===== src/rtl/color_key_to_label_mapper_defines.svh =====
// Assertion macros shared by the color key label mapper RTL.
`ifndef COLOR_KEY_TO_LABEL_MAPPER_DEFINES_SVH
`define COLOR_KEY_TO_LABEL_MAPPER_DEFINES_SVH
`ifndef SYNTHESIS
`define CKL_ASSERT(label, clk, rst_n, prop, msg) \
    label: assert property (@(posedge clk) disable iff (!rst_n) prop) else $error(msg);
`define CKL_ASSERT_NORST(label, clk, prop, msg) \
    label: assert property (@(posedge clk) prop) else $error(msg);
`else
`define CKL_ASSERT(label, clk, rst_n, prop, msg)
`define CKL_ASSERT_NORST(label, clk, prop, msg)
`endif
`endif


===== src/rtl/ckl_ram.sv =====
// Generic single-port RAM with registered read data.
`timescale 1ns / 1ps
`default_nettype none
module ckl_ram #(
    parameter int WIDTH = 8,
    parameter int DEPTH = 16
) (
    input  wire logic                     i_clk,
    input  wire logic                     i_we,
    input  wire logic [$clog2(DEPTH)-1:0] i_addr,
    input  wire logic [WIDTH-1:0]         i_wdata,
    output logic      [WIDTH-1:0]         o_rdata
);
    logic [WIDTH-1:0] r_mem [DEPTH];

    always_ff @(posedge i_clk) begin
        if (i_we) begin
            r_mem[i_addr] <= i_wdata;
        end
        o_rdata <= r_mem[i_addr];
    end
endmodule
`default_nettype wire


===== config.mk =====
export PLATFORM = sky130hd
export DESIGN_NAME = ckl_ram
export DESIGN_NICKNAME = d
export VERILOG_FILES = /design/src/rtl/color_key_to_label_mapper_defines.svh /design/src/rtl/ckl_ram.sv
export SDC_FILE = /design/constraint.sdc
export NUM_CORES = 1
export LEC_CHECK = 0
export ABC_AREA = 1
export CAP_MARGIN = 5
export CORE_ASPECT_RATIO = 1.5
export CORE_MARGIN = 10
export CORE_UTILIZATION = 35
export DETAILED_ROUTE_END_ITERATION = 16
export DONT_BUFFER_PORTS = 1
export MAX_ROUTING_LAYER = met4
export PLACE_DENSITY = 0.45
export SYNTH_ARGS = -nofsm -noshare
export SYNTH_HDL_FRONTEND = slang
export SYNTH_SLANG_ARGS = --single-unit

===== constraint.sdc =====
create_clock -name i_clk -period 2.4 [get_ports i_clk]
set_clock_uncertainty 0.15 [all_clocks]
set_input_delay 0.48 -clock i_clk [delete_from_list [all_inputs] [get_ports i_clk]]
set_output_delay 0.48 -clock i_clk [all_outputs]
set_load 0.01 [all_outputs]

==> results.yml, run 1 <==
grt:
  antenna_found_initial: 0
  gr-usage-all-layers: 0.138
  grt_pass1_vias: 3610
  grt-ovfl-total: 0
  grt_start_max_net_pins: 68
  grt_pass1_wl_mm: 21.0
critical_path:
  path_class: "reg2out"
  crit_required_ns: 1.77
  crit_path_max_fanout: 1
  reg2reg_slack_ns: 1.21
  reg2reg_from: "r_mem[0][7]"
  rr_worst_depth: 8
  start_kind: "flip-flop"
  arrival_ns: 0.81
  rr_endpoint: "o_rdata[7]"
  crit_path_end_kind: "output pin"
min_path:
  min_path_type: "in2reg"
  worstHoldStart: "i_wdata[5]"
  whs_path_depth: 0
  min_to: "r_mem[0][5]"
clock_tree:
  clock_sinks: 136
  cts_buffer_depth: 2
  cts_setup_buffers: 0
  clk_latency_ns: 0.41
  cts_tree: "built"
  clk_transition_reported_paths_ns: 0.06
  root_buffer: "clkbuf_16"
  cts_buffers: 17
  htreeDepth: 4
  cts_resized: 0
timing:
  post-route-min-period_ns: 1.44
  slew_violations: 0
  worst_slew_pin_slew_ns: 0.560
  fmax_mhz: 697
  relSlewSlack: 0.625
  finalSetupViolCount: 0
  hold_viol_final: 0
  min_period_over_period: 0.598
  tns_ns: 0
  rsz0062_at_grt: "no"
run:
  cap_violations: 0
power_and_ir_drop:
  p_sw_mw: 1.16
  seqPwrFrac: 0.476
  vdd_drop_max_mv: 0.408
  p_total_mw: 5.63
  clkPwrFrac: 0.477
  power.internal_mw: 4.48
  combPwrFrac: 0.047
  pwr_density_cell_nw_per_um2: 840
  swShare: 0.205
  p_leak_nw: 2.83
final_layout:
  final_area_um2: 6700
  seq_area_um2: 4000
  fillers: 1538
  area_growth_pct: 19.9
  drive_gt1_frac: 0.0850
  nNetsFinal: 602
  diodes: 0
  multi_input_area_um2: 1390
drt:
  post-route-drc-count: 0
  ant_nets: 0
  drt_iter0_markers: 223
  drt-total-wl_mm: 14.3
  vias_per_cell: 4.51
  wl_per_cell_um: 17.8
  num_vias: 3623
  drt_first_pass_iters: 4
synth:
  syn_inst: 548
  synth_area_leader_cell: "edfxtp_1"
  ys.warnings.count: 0
  yosys.cell_types.count: 11
  synth_fp_nets: 562
  synth_seq_area_share: 0.716
  synth_top_area_frac: 0.687
  ys_seq_elements: 136
  yosys-top-cells-area: "edfxtp_1 69%, nand2_1 23%, dfxtp_1 2.9%"
  syn-cell-area_um2: 5590
  syn_avg_cell_area_um2: 10.2
status:
  outcome: "finished clean"
die:
  fp.dieW_um: 123
  core_um2: 15700
  die_area_um2: 21500
  io_pins: 22
  initial_core_util: 0.356
  rows: 56
  die_y_um: 175
placed_design:
  numPortBuffers: 0
  gp_congestion: 0.803
  dp_hpwl_mm: 8.30
  dpl_cell_area_um2: 5900
[area by class of cell]
type,instances,area share
flip-flops and latches,136,0.597
multi-input cells,368,0.207
clock buffers,18,0.0640
repair buffers,42,0.0545
well taps,203,0.0379
clock inverters,13,0.0267
inverters,23,0.0129
[power by group through the flow]
stage                     Sequential, mW  Clock (mW)  Combinational, mW
after global placement              2.73           0              0.228
after CTS                           2.68        2.73              0.258
after detailed placement            2.73           0              0.227
after floorplan                     2.73           0              0.183
final                               2.68        2.69              0.267
after global routing                2.69        2.84              0.306
[routing by layer]
metal | GRT usage | part of all wire | up-vias
li1 | - | - | 1826
met1 | 0.155 | 0.41 | 1698
met2 | 0.225 | 0.52 | 80
met3 | 0.0336 | 0.049 | 19
met4 | 0.0623 | 0.021 | 0
met5 | - | 0 | -
[what timing repair did]
action,CTS,global route
setup endpoints to repair,0,0
endpoints found under the hold margin,35,14
hold buffers,12,8
[cell usage after synthesis]
cell type,count
nand2_1,346
inv_1,21
edfxtp_1,128
clkinv_1,1
inv_2,1
nor2_1,18
buf_4,6
clkbuf_1,3
buf_2,12
nand3_1,4
dfxtp_1,8
[registers in the layout, summed over array words and instances, names as in the netlist]
name,cells
o_rdata,8
r_mem,128
[layout by cell type, fill, tap and decap left out]
| master | instances |
|---|---|
| buf_4 | 22 |
| bufinv_16 | 4 |
| clkbuf_1 | 1 |
| clkbuf_16 | 17 |
| clkinv_1 | 3 |
| clkinv_2 | 2 |
| clkinv_4 | 2 |
| clkinvlp_4 | 2 |
| dfxtp_1 | 8 |
| dlygate4sd3_1 | 20 |
| edfxtp_1 | 128 |
| inv_1 | 21 |
| inv_2 | 1 |
| inv_6 | 1 |
| nand2_1 | 346 |
| nand3_1 | 4 |
| nor2_1 | 18 |
[cell families (layout without fill, tap and decap cells)]
group         count (synthesis)  in the layout  share of synthesized area
simple gates                368            368                      0.248
flops                       136            136                      0.716
buf+inv                      44             96                     0.0362
[per-stage QoR]
stage	util	hold slack, ns	instances	setup WS (ns)
final	0.427	0.0184	803	0.965
after global routing	0.427	0.000110	803	0.930
after CTS	0.422	0.000117	795	0.939
after detailed placement	0.376	0.431	752	0.639
after global placement	0.376	0.431	752	0.645
after floorplan	-	0.429	548	0.393
[worst max-delay path by stage]
stage,start,end,depth (start not counted)
floorplan,i_addr[1],r_mem[3][0],4
global route,o_rdata[4],o_rdata[4],0
CTS,o_rdata[4],o_rdata[4],0
detailed placement,i_addr[0],o_rdata[7],10
finish,o_rdata[4],o_rdata[4],0
global placement,i_addr[0],o_rdata[7],10
Note: power is estimated with default switching activity, not from simulation.
==> run 2: changes to the inputs <==
- ABC_AREA: 1 -> 0
- PLACE_DENSITY: 0.45 -> 0.47
- clock period: 2.4 -> 1.3 ns (I/O delays scaled with it)
==> results.yml, run 2 <==
synth:
  syn_inst: 230
  synth_edf_count: 128
  synth_top_area_frac: 0.759
  synth_flop_cell: "edfxtp_1"
  yosys-top-cells-area: "edfxtp_1 76%, mux4_2 14%, dfxtp_1 3.2%"
  ys_seq_elements: 136
  synth_common_cells: "128 x edfxtp_1, 32 x mux4_2, 16 x a22oi_1"
  syn_avg_cell_area_um2: 22.0
  ys.warnings.count: 0
  yosysMostFrequentCell: "edfxtp_1"
  yosys.cell_types.count: 18
  synth_fp_nets: 244
  synth_seq_area_share: 0.790
  synth_area_leader_cell: "edfxtp_1"
  async_flop_share: 0
  syn-cell-area_um2: 5070
die:
  fp.dieW_um: 118
  die_area_um2: 19800
  rows: 53
  die_y_um: 167
  core_um2: 14100
  initial_core_util: 0.359
  io_pins: 22
final_layout:
  fin_cells: 470
  seq_area_um2: 4000
  mostFrequentLayoutCells: "128 x edfxtp_1, 32 x mux4_2, 17 x clkbuf_16"
  multi_input_area_um2: 1210
  fillers: 1207
  top_regs: "r_mem: 128 flops, o_rdata: 8 flops"
  largest-register: "r_mem"
  nNetsFinal: 280
  diodes: 0
  largest_reg_flops: 128
  area_growth_pct: 25.2
  layout_commonest_cell: "edfxtp_1"
  drive_gt1_frac: 0.378
power_and_ir_drop:
  clkPwrFrac: 0.455
  p_total_mw: 9.86
  swShare: 0.190
  seqPwrFrac: 0.503
  p_leak_nw: 2.00
  p_sw_mw: 1.87
  pwr_density_cell_nw_per_um2: 1550
  power.internal_mw: 7.98
  combPwrFrac: 0.042
  vdd_drop_max_mv: 0.657
drt:
  vias_per_cell: 4.93
  drt-total-wl_mm: 10.6
  num_vias: 2315
  ant_nets: 0
  post-route-drc-count: 0
  drt_first_pass_iters: 4
  drt_iter0_markers: 151
  wl_per_cell_um: 22.6
timing:
  fmax_mhz: 691
  finalSetupViolCount: 8
  hold_viol_final: 0
  worst_slew_pin_slew_ns: 0.926
  rsz0062_at_grt: "yes"
  post-route-min-period_ns: 1.45
  relSlewSlack: 0.382
  slew_violations: 0
  setup_ws_ns: -0.148
  min_period_over_period: 1.11
clock_tree:
  cts_buffers: 17
  clock_sinks: 136
  root_buffer: "clkbuf_16"
  cts_tree: "built"
  clk_transition_reported_paths_ns: 0.05
  htreeDepth: 4
  clk_latency_ns: 0.41
  cts_buffer_depth: 2
  cts_setup_buffers: 0
grt:
  grt_pass1_vias: 2619
  grt-ovfl-total: 0
  gr-usage-all-layers: 0.117
  grt_pass1_wl_mm: 16.5
  antenna_found_initial: 0
  grt_start_max_net_pins: 40
critical_path:
  crit_family: "multiplexers"
  max_stage_delay_ns: 0.50
  crit_required_ns: 1.43
  rr_endpoint: "o_rdata[4]"
  crit_path_max_fanout: 1
  rr_worst_depth: 3
  path_buf_inv: 0
  path_class: "reg2reg"
  crit_path_end_kind: "flip-flop"
  start_kind: "flip-flop"
  path_cells: "mux4_2 -> a22oi_2 -> nand2_1"
  reg2reg_from: "r_mem[3][4]"
  critPathSlowestCell: "mux4_2"
  arrival_ns: 1.58
  reg2reg_slack_ns: -0.15
min_path:
  min_to: "o_rdata[3]"
  min_path_type: "in2reg"
  whs_path_depth: 3
  worstHoldStart: "i_addr[1]"
run:
  cap_violations: 0
placed_design:
  numPortBuffers: 0
  dpl_worst_slack_ns: -0.256
  gp_congestion: 0.706
  dp_hpwl_mm: 6.69
  dp_cells: 430
status:
  outcome: "complete, but fails checks"
  failed_checks: "negative setup slack"
run 2: cell types whose count changed after synthesis, moves of 5 or more:
| cell | before | now |
|---|---|---|
| a22oi_1 | 0 | 16 |
| buf_2 | 12 | 2 |
| buf_4 | 6 | 0 |
| inv_1 | 21 | 0 |
| mux4_2 | 0 | 32 |
| nand2_1 | 346 | 9 |
| nor2_1 | 18 | 13 |
run 2: stage by stage:
step | area (um2) | hold WS [ns] | utilization | setup TNS [ns]
2_1_floorplan | 5290 | 0.209 | - | -10.69
3_3_place_gp | 5660 | 0.210 | 0.400 | -10.04
3_5_place_dp | 5660 | 0.210 | 0.400 | -9.85
4_1_cts | 6330 | 0.00358 | 0.448 | -1.02
5_1_grt | 6340 | 0.0121 | 0.449 | -1.32
6_report | 6340 | 0.0148 | 0.449 | -0.850
run 2: worst max-delay path by stage:
stage	cells after the start	slack (ns)	end	from
final	3	-0.15	o_rdata[4]	r_mem[3][4]
after global routing	3	-0.20	o_rdata[5]	r_mem[3][5]
after CTS	3	-0.15	o_rdata[6]	r_mem[3][6]
after detailed placement	3	-0.26	r_mem[0][7]	i_addr[2]
after global placement	3	-0.26	r_mem[0][3]	i_addr[2]
after floorplan	2	-0.24	r_mem[0][0]	i_addr[2]
run 2: layout make-up:
| class | count | share of cell area |
|---|---|---|
| flip-flops and latches | 136 | 0.631 |
| multi-input cells | 83 | 0.190 |
| clock buffers | 28 | 0.0814 |
| repair buffers | 28 | 0.0525 |
| well taps | 192 | 0.0379 |
| clock inverters | 3 | 0.00670 |
run 2: cell families after synthesis:
kind of cell	after synthesis	synth area share
AO/OA/AOI/OAI	16	0.0237
buffers and inverters	11	0.0119
flip-flops	136	0.790
multiplexers	32	0.142
AND/OR/NAND/NOR	35	0.0321
run 2: power groups by stage:
| stage | sequential (mW) | combinational, mW | clock (mW) |
|---|---|---|---|
| 2_1_floorplan | 5.03 | 0.317 | 0 |
| 3_3_place_gp | 5.04 | 0.329 | 0 |
| 3_5_place_dp | 5.05 | 0.328 | 0 |
| 4_1_cts | 4.96 | 0.425 | 4.58 |
| 5_1_grt | 4.96 | 0.449 | 4.81 |
| 6_report | 4.95 | 0.417 | 4.49 |
run 2: metal layers:
| metal | GRT usage | up-vias | share of wire |
|---|---|---|---|
| met5 | - | - | 0 |
| met1 | 0.126 | 1223 | 0.40 |
| met2 | 0.200 | 42 | 0.55 |
| li1 | - | 1038 | - |
| met4 | 0.0405 | 0 | 0.012 |
| met3 | 0.0387 | 12 | 0.036 |
run 2: worst register-to-register path: stages, from the launching register on:
cell,delay (ns)
edfxtp_1,0.35
mux4_2,0.50
a22oi_2,0.21
nand2_1,0.11
run 2: what timing repair did:
item | CTS | global route
hold buffers | 9 | 0
resized for setup | 6 | 2
endpoints found under the setup margin | 8 | 8
endpoints found under the hold margin | 130 | 0
pin swaps | 11 | 4
gates cloned | 0 | 0
==> run 3: changes to the inputs <==
- clock period: 1.3 -> 1.2 ns (I/O delays scaled with it)
==> results.yml, run 3 (synthesis results as in run 2) <==
drt:
  drt_first_pass_iters: 4
  drt_iter0_markers: 117
  drt-total-wl_mm: 10.7
  post-route-drc-count: 0
  met2_length_mm: 5.62
  dr.max_layer_used: "met4"
  wl_met1_mm: 4.55
  num_vias: 2351
  vias_per_cell: 4.92
  wl_per_cell_um: 22.4
  wl_met3_um: 391
  ant_nets: 0
critical_path:
  crit_path_max_fanout: 1
  path_cells: "mux4_2 -> a22oi_1 -> nand2_1"
  path_class: "reg2reg"
  crit_path_end_kind: "flip-flop"
  critPathSlowestCell: "mux4_2"
  max_stage_delay_ns: 0.46
  start_kind: "flip-flop"
  arrival_ns: 1.61
  crit_required_ns: 1.35
timing:
  setup_ws_ns: -0.269
  tns_ns: -1.88
  post-route-min-period_ns: 1.47
  fmax_mhz: 681
  relSlewSlack: 0.400
  slew_violations: 0
  finalSetupViolCount: 8
  min_period_over_period: 1.22
  rsz0062_at_grt: "yes"
  worst_slew_pin_slew_ns: 0.898
  hold_viol_final: 0
grt:
  antenna_found_initial: 0
  gr-usage-all-layers: 0.118
  grt_pass1_vias: 2522
  grt-ovfl-total: 0
  grt_pass1_wl_mm: 16.2
  grt_start_max_net_pins: 40
die:
  core_um2: 14100
  fp.dieW_um: 118
  initial_core_util: 0.359
  io_pins: 22
  rows: 53
  die_area_um2: 19800
  die_y_um: 167
final_layout:
  drive_gt1_frac: 0.416
  largest_reg_flops: 128
  nNetsFinal: 287
  largest-register: "r_mem"
  final_util: 0.458
  diodes: 0
  mostFrequentLayoutCells: "128 x edfxtp_1, 32 x mux4_2, 17 x clkbuf_16, 17 x buf_4"
  layout_commonest_cell: "edfxtp_1"
  top_regs: "r_mem: 128 flops, o_rdata: 8 flops"
  area_growth_pct: 27.8
clock_tree:
  clk_transition_reported_paths_ns: 0.06
  cts_setup_buffers: 0
  root_buffer: "clkbuf_16"
  htreeDepth: 4
  cts_buffers: 17
  clock_sinks: 136
  clk_latency_ns: 0.42
  cts_buffer_depth: 2
  cts_tree: "built"
placed_design:
  numPortBuffers: 0
  dpl_worst_slack_ns: -0.382
  dp_hpwl_mm: 6.94
  gp_congestion: 0.708
power_and_ir_drop:
  combPwrFrac: 0.041
  vdd_drop_max_mv: 0.638
  power.internal_mw: 8.99
  pwr_density_cell_nw_per_um2: 1720
  p_leak_nw: 2.08
  seqPwrFrac: 0.481
  clkPwrFrac: 0.477
  p_sw_mw: 2.17
  swShare: 0.194
run:
  cap_violations: 0
status:
  failed_checks: "negative setup slack"
  outcome: "complete, but fails checks"
min_path:
  min_path_type: "in2reg"
run 3: final timing paths:
kind,start,end,slack (ns),depth (start not counted)
hold reg to reg,r_mem[15][0],o_rdata[0],0.51,3
setup / recovery,r_mem[1][0],o_rdata[0],-0.27,3
hold / removal,i_addr[1],o_rdata[6],0.01,3
setup reg to reg,r_mem[1][0],o_rdata[0],-0.27,3
run 3: power by group through the flow:
stage	Combinational, mW	Sequential, mW	Clock (mW)
after floorplan	0.347	5.45	0
after global placement	0.380	5.47	0
after detailed placement	0.379	5.47	0
after CTS	0.465	5.38	5.43
after global routing	0.498	5.38	5.64
final	0.462	5.37	5.33
run 3: cell type report:
class	count	area, um2
Clock buffer	18	429
Sequential cell	136	4010
Fill cell	1191	7650
Tap cell	192	240
Timing Repair Buffer	35	408
Multi-Input combinational cell	83	1200
Clock inverter	14	181
run 3: through the flow:
stage	power [mW]	area, um2	std cells	hold slack [ns]
floorplan	5.79	5300	230	0.189
global placement	5.85	5740	438	0.190
detailed placement	5.85	5740	438	0.190
CTS	11.3	6440	477	-0.0453
global route	11.5	6470	478	0.00925
finish	11.2	6470	478	0.0103
run 3: critical path, delay by kind of cell, from the launching register on:
family / cells / cell delay [ns]
AOI/OAI and AO/OA: 1 / 0.29
DFF: 1 / 0.37
muxes: 1 / 0.46
and+or+nand+nor: 1 / 0.08
run 3: layer usage:
layer | global-route usage | vias up
met3 | 0.0387 | 10
met1 | 0.136 | 1239
met5 | - | -
met2 | 0.189 | 45
met4 | 0.0437 | 0
li1 | - | 1057
run 3: what timing repair did:
| action | CTS | global route |
|---|---|---|
| endpoints found under the hold margin | 133 | 2 |
| pin swaps | 4 | 0 |
| gates resized for setup | 9 | 8 |
| setup endpoints to repair | 13 | 60 |
| hold buffers | 8 | 1 |
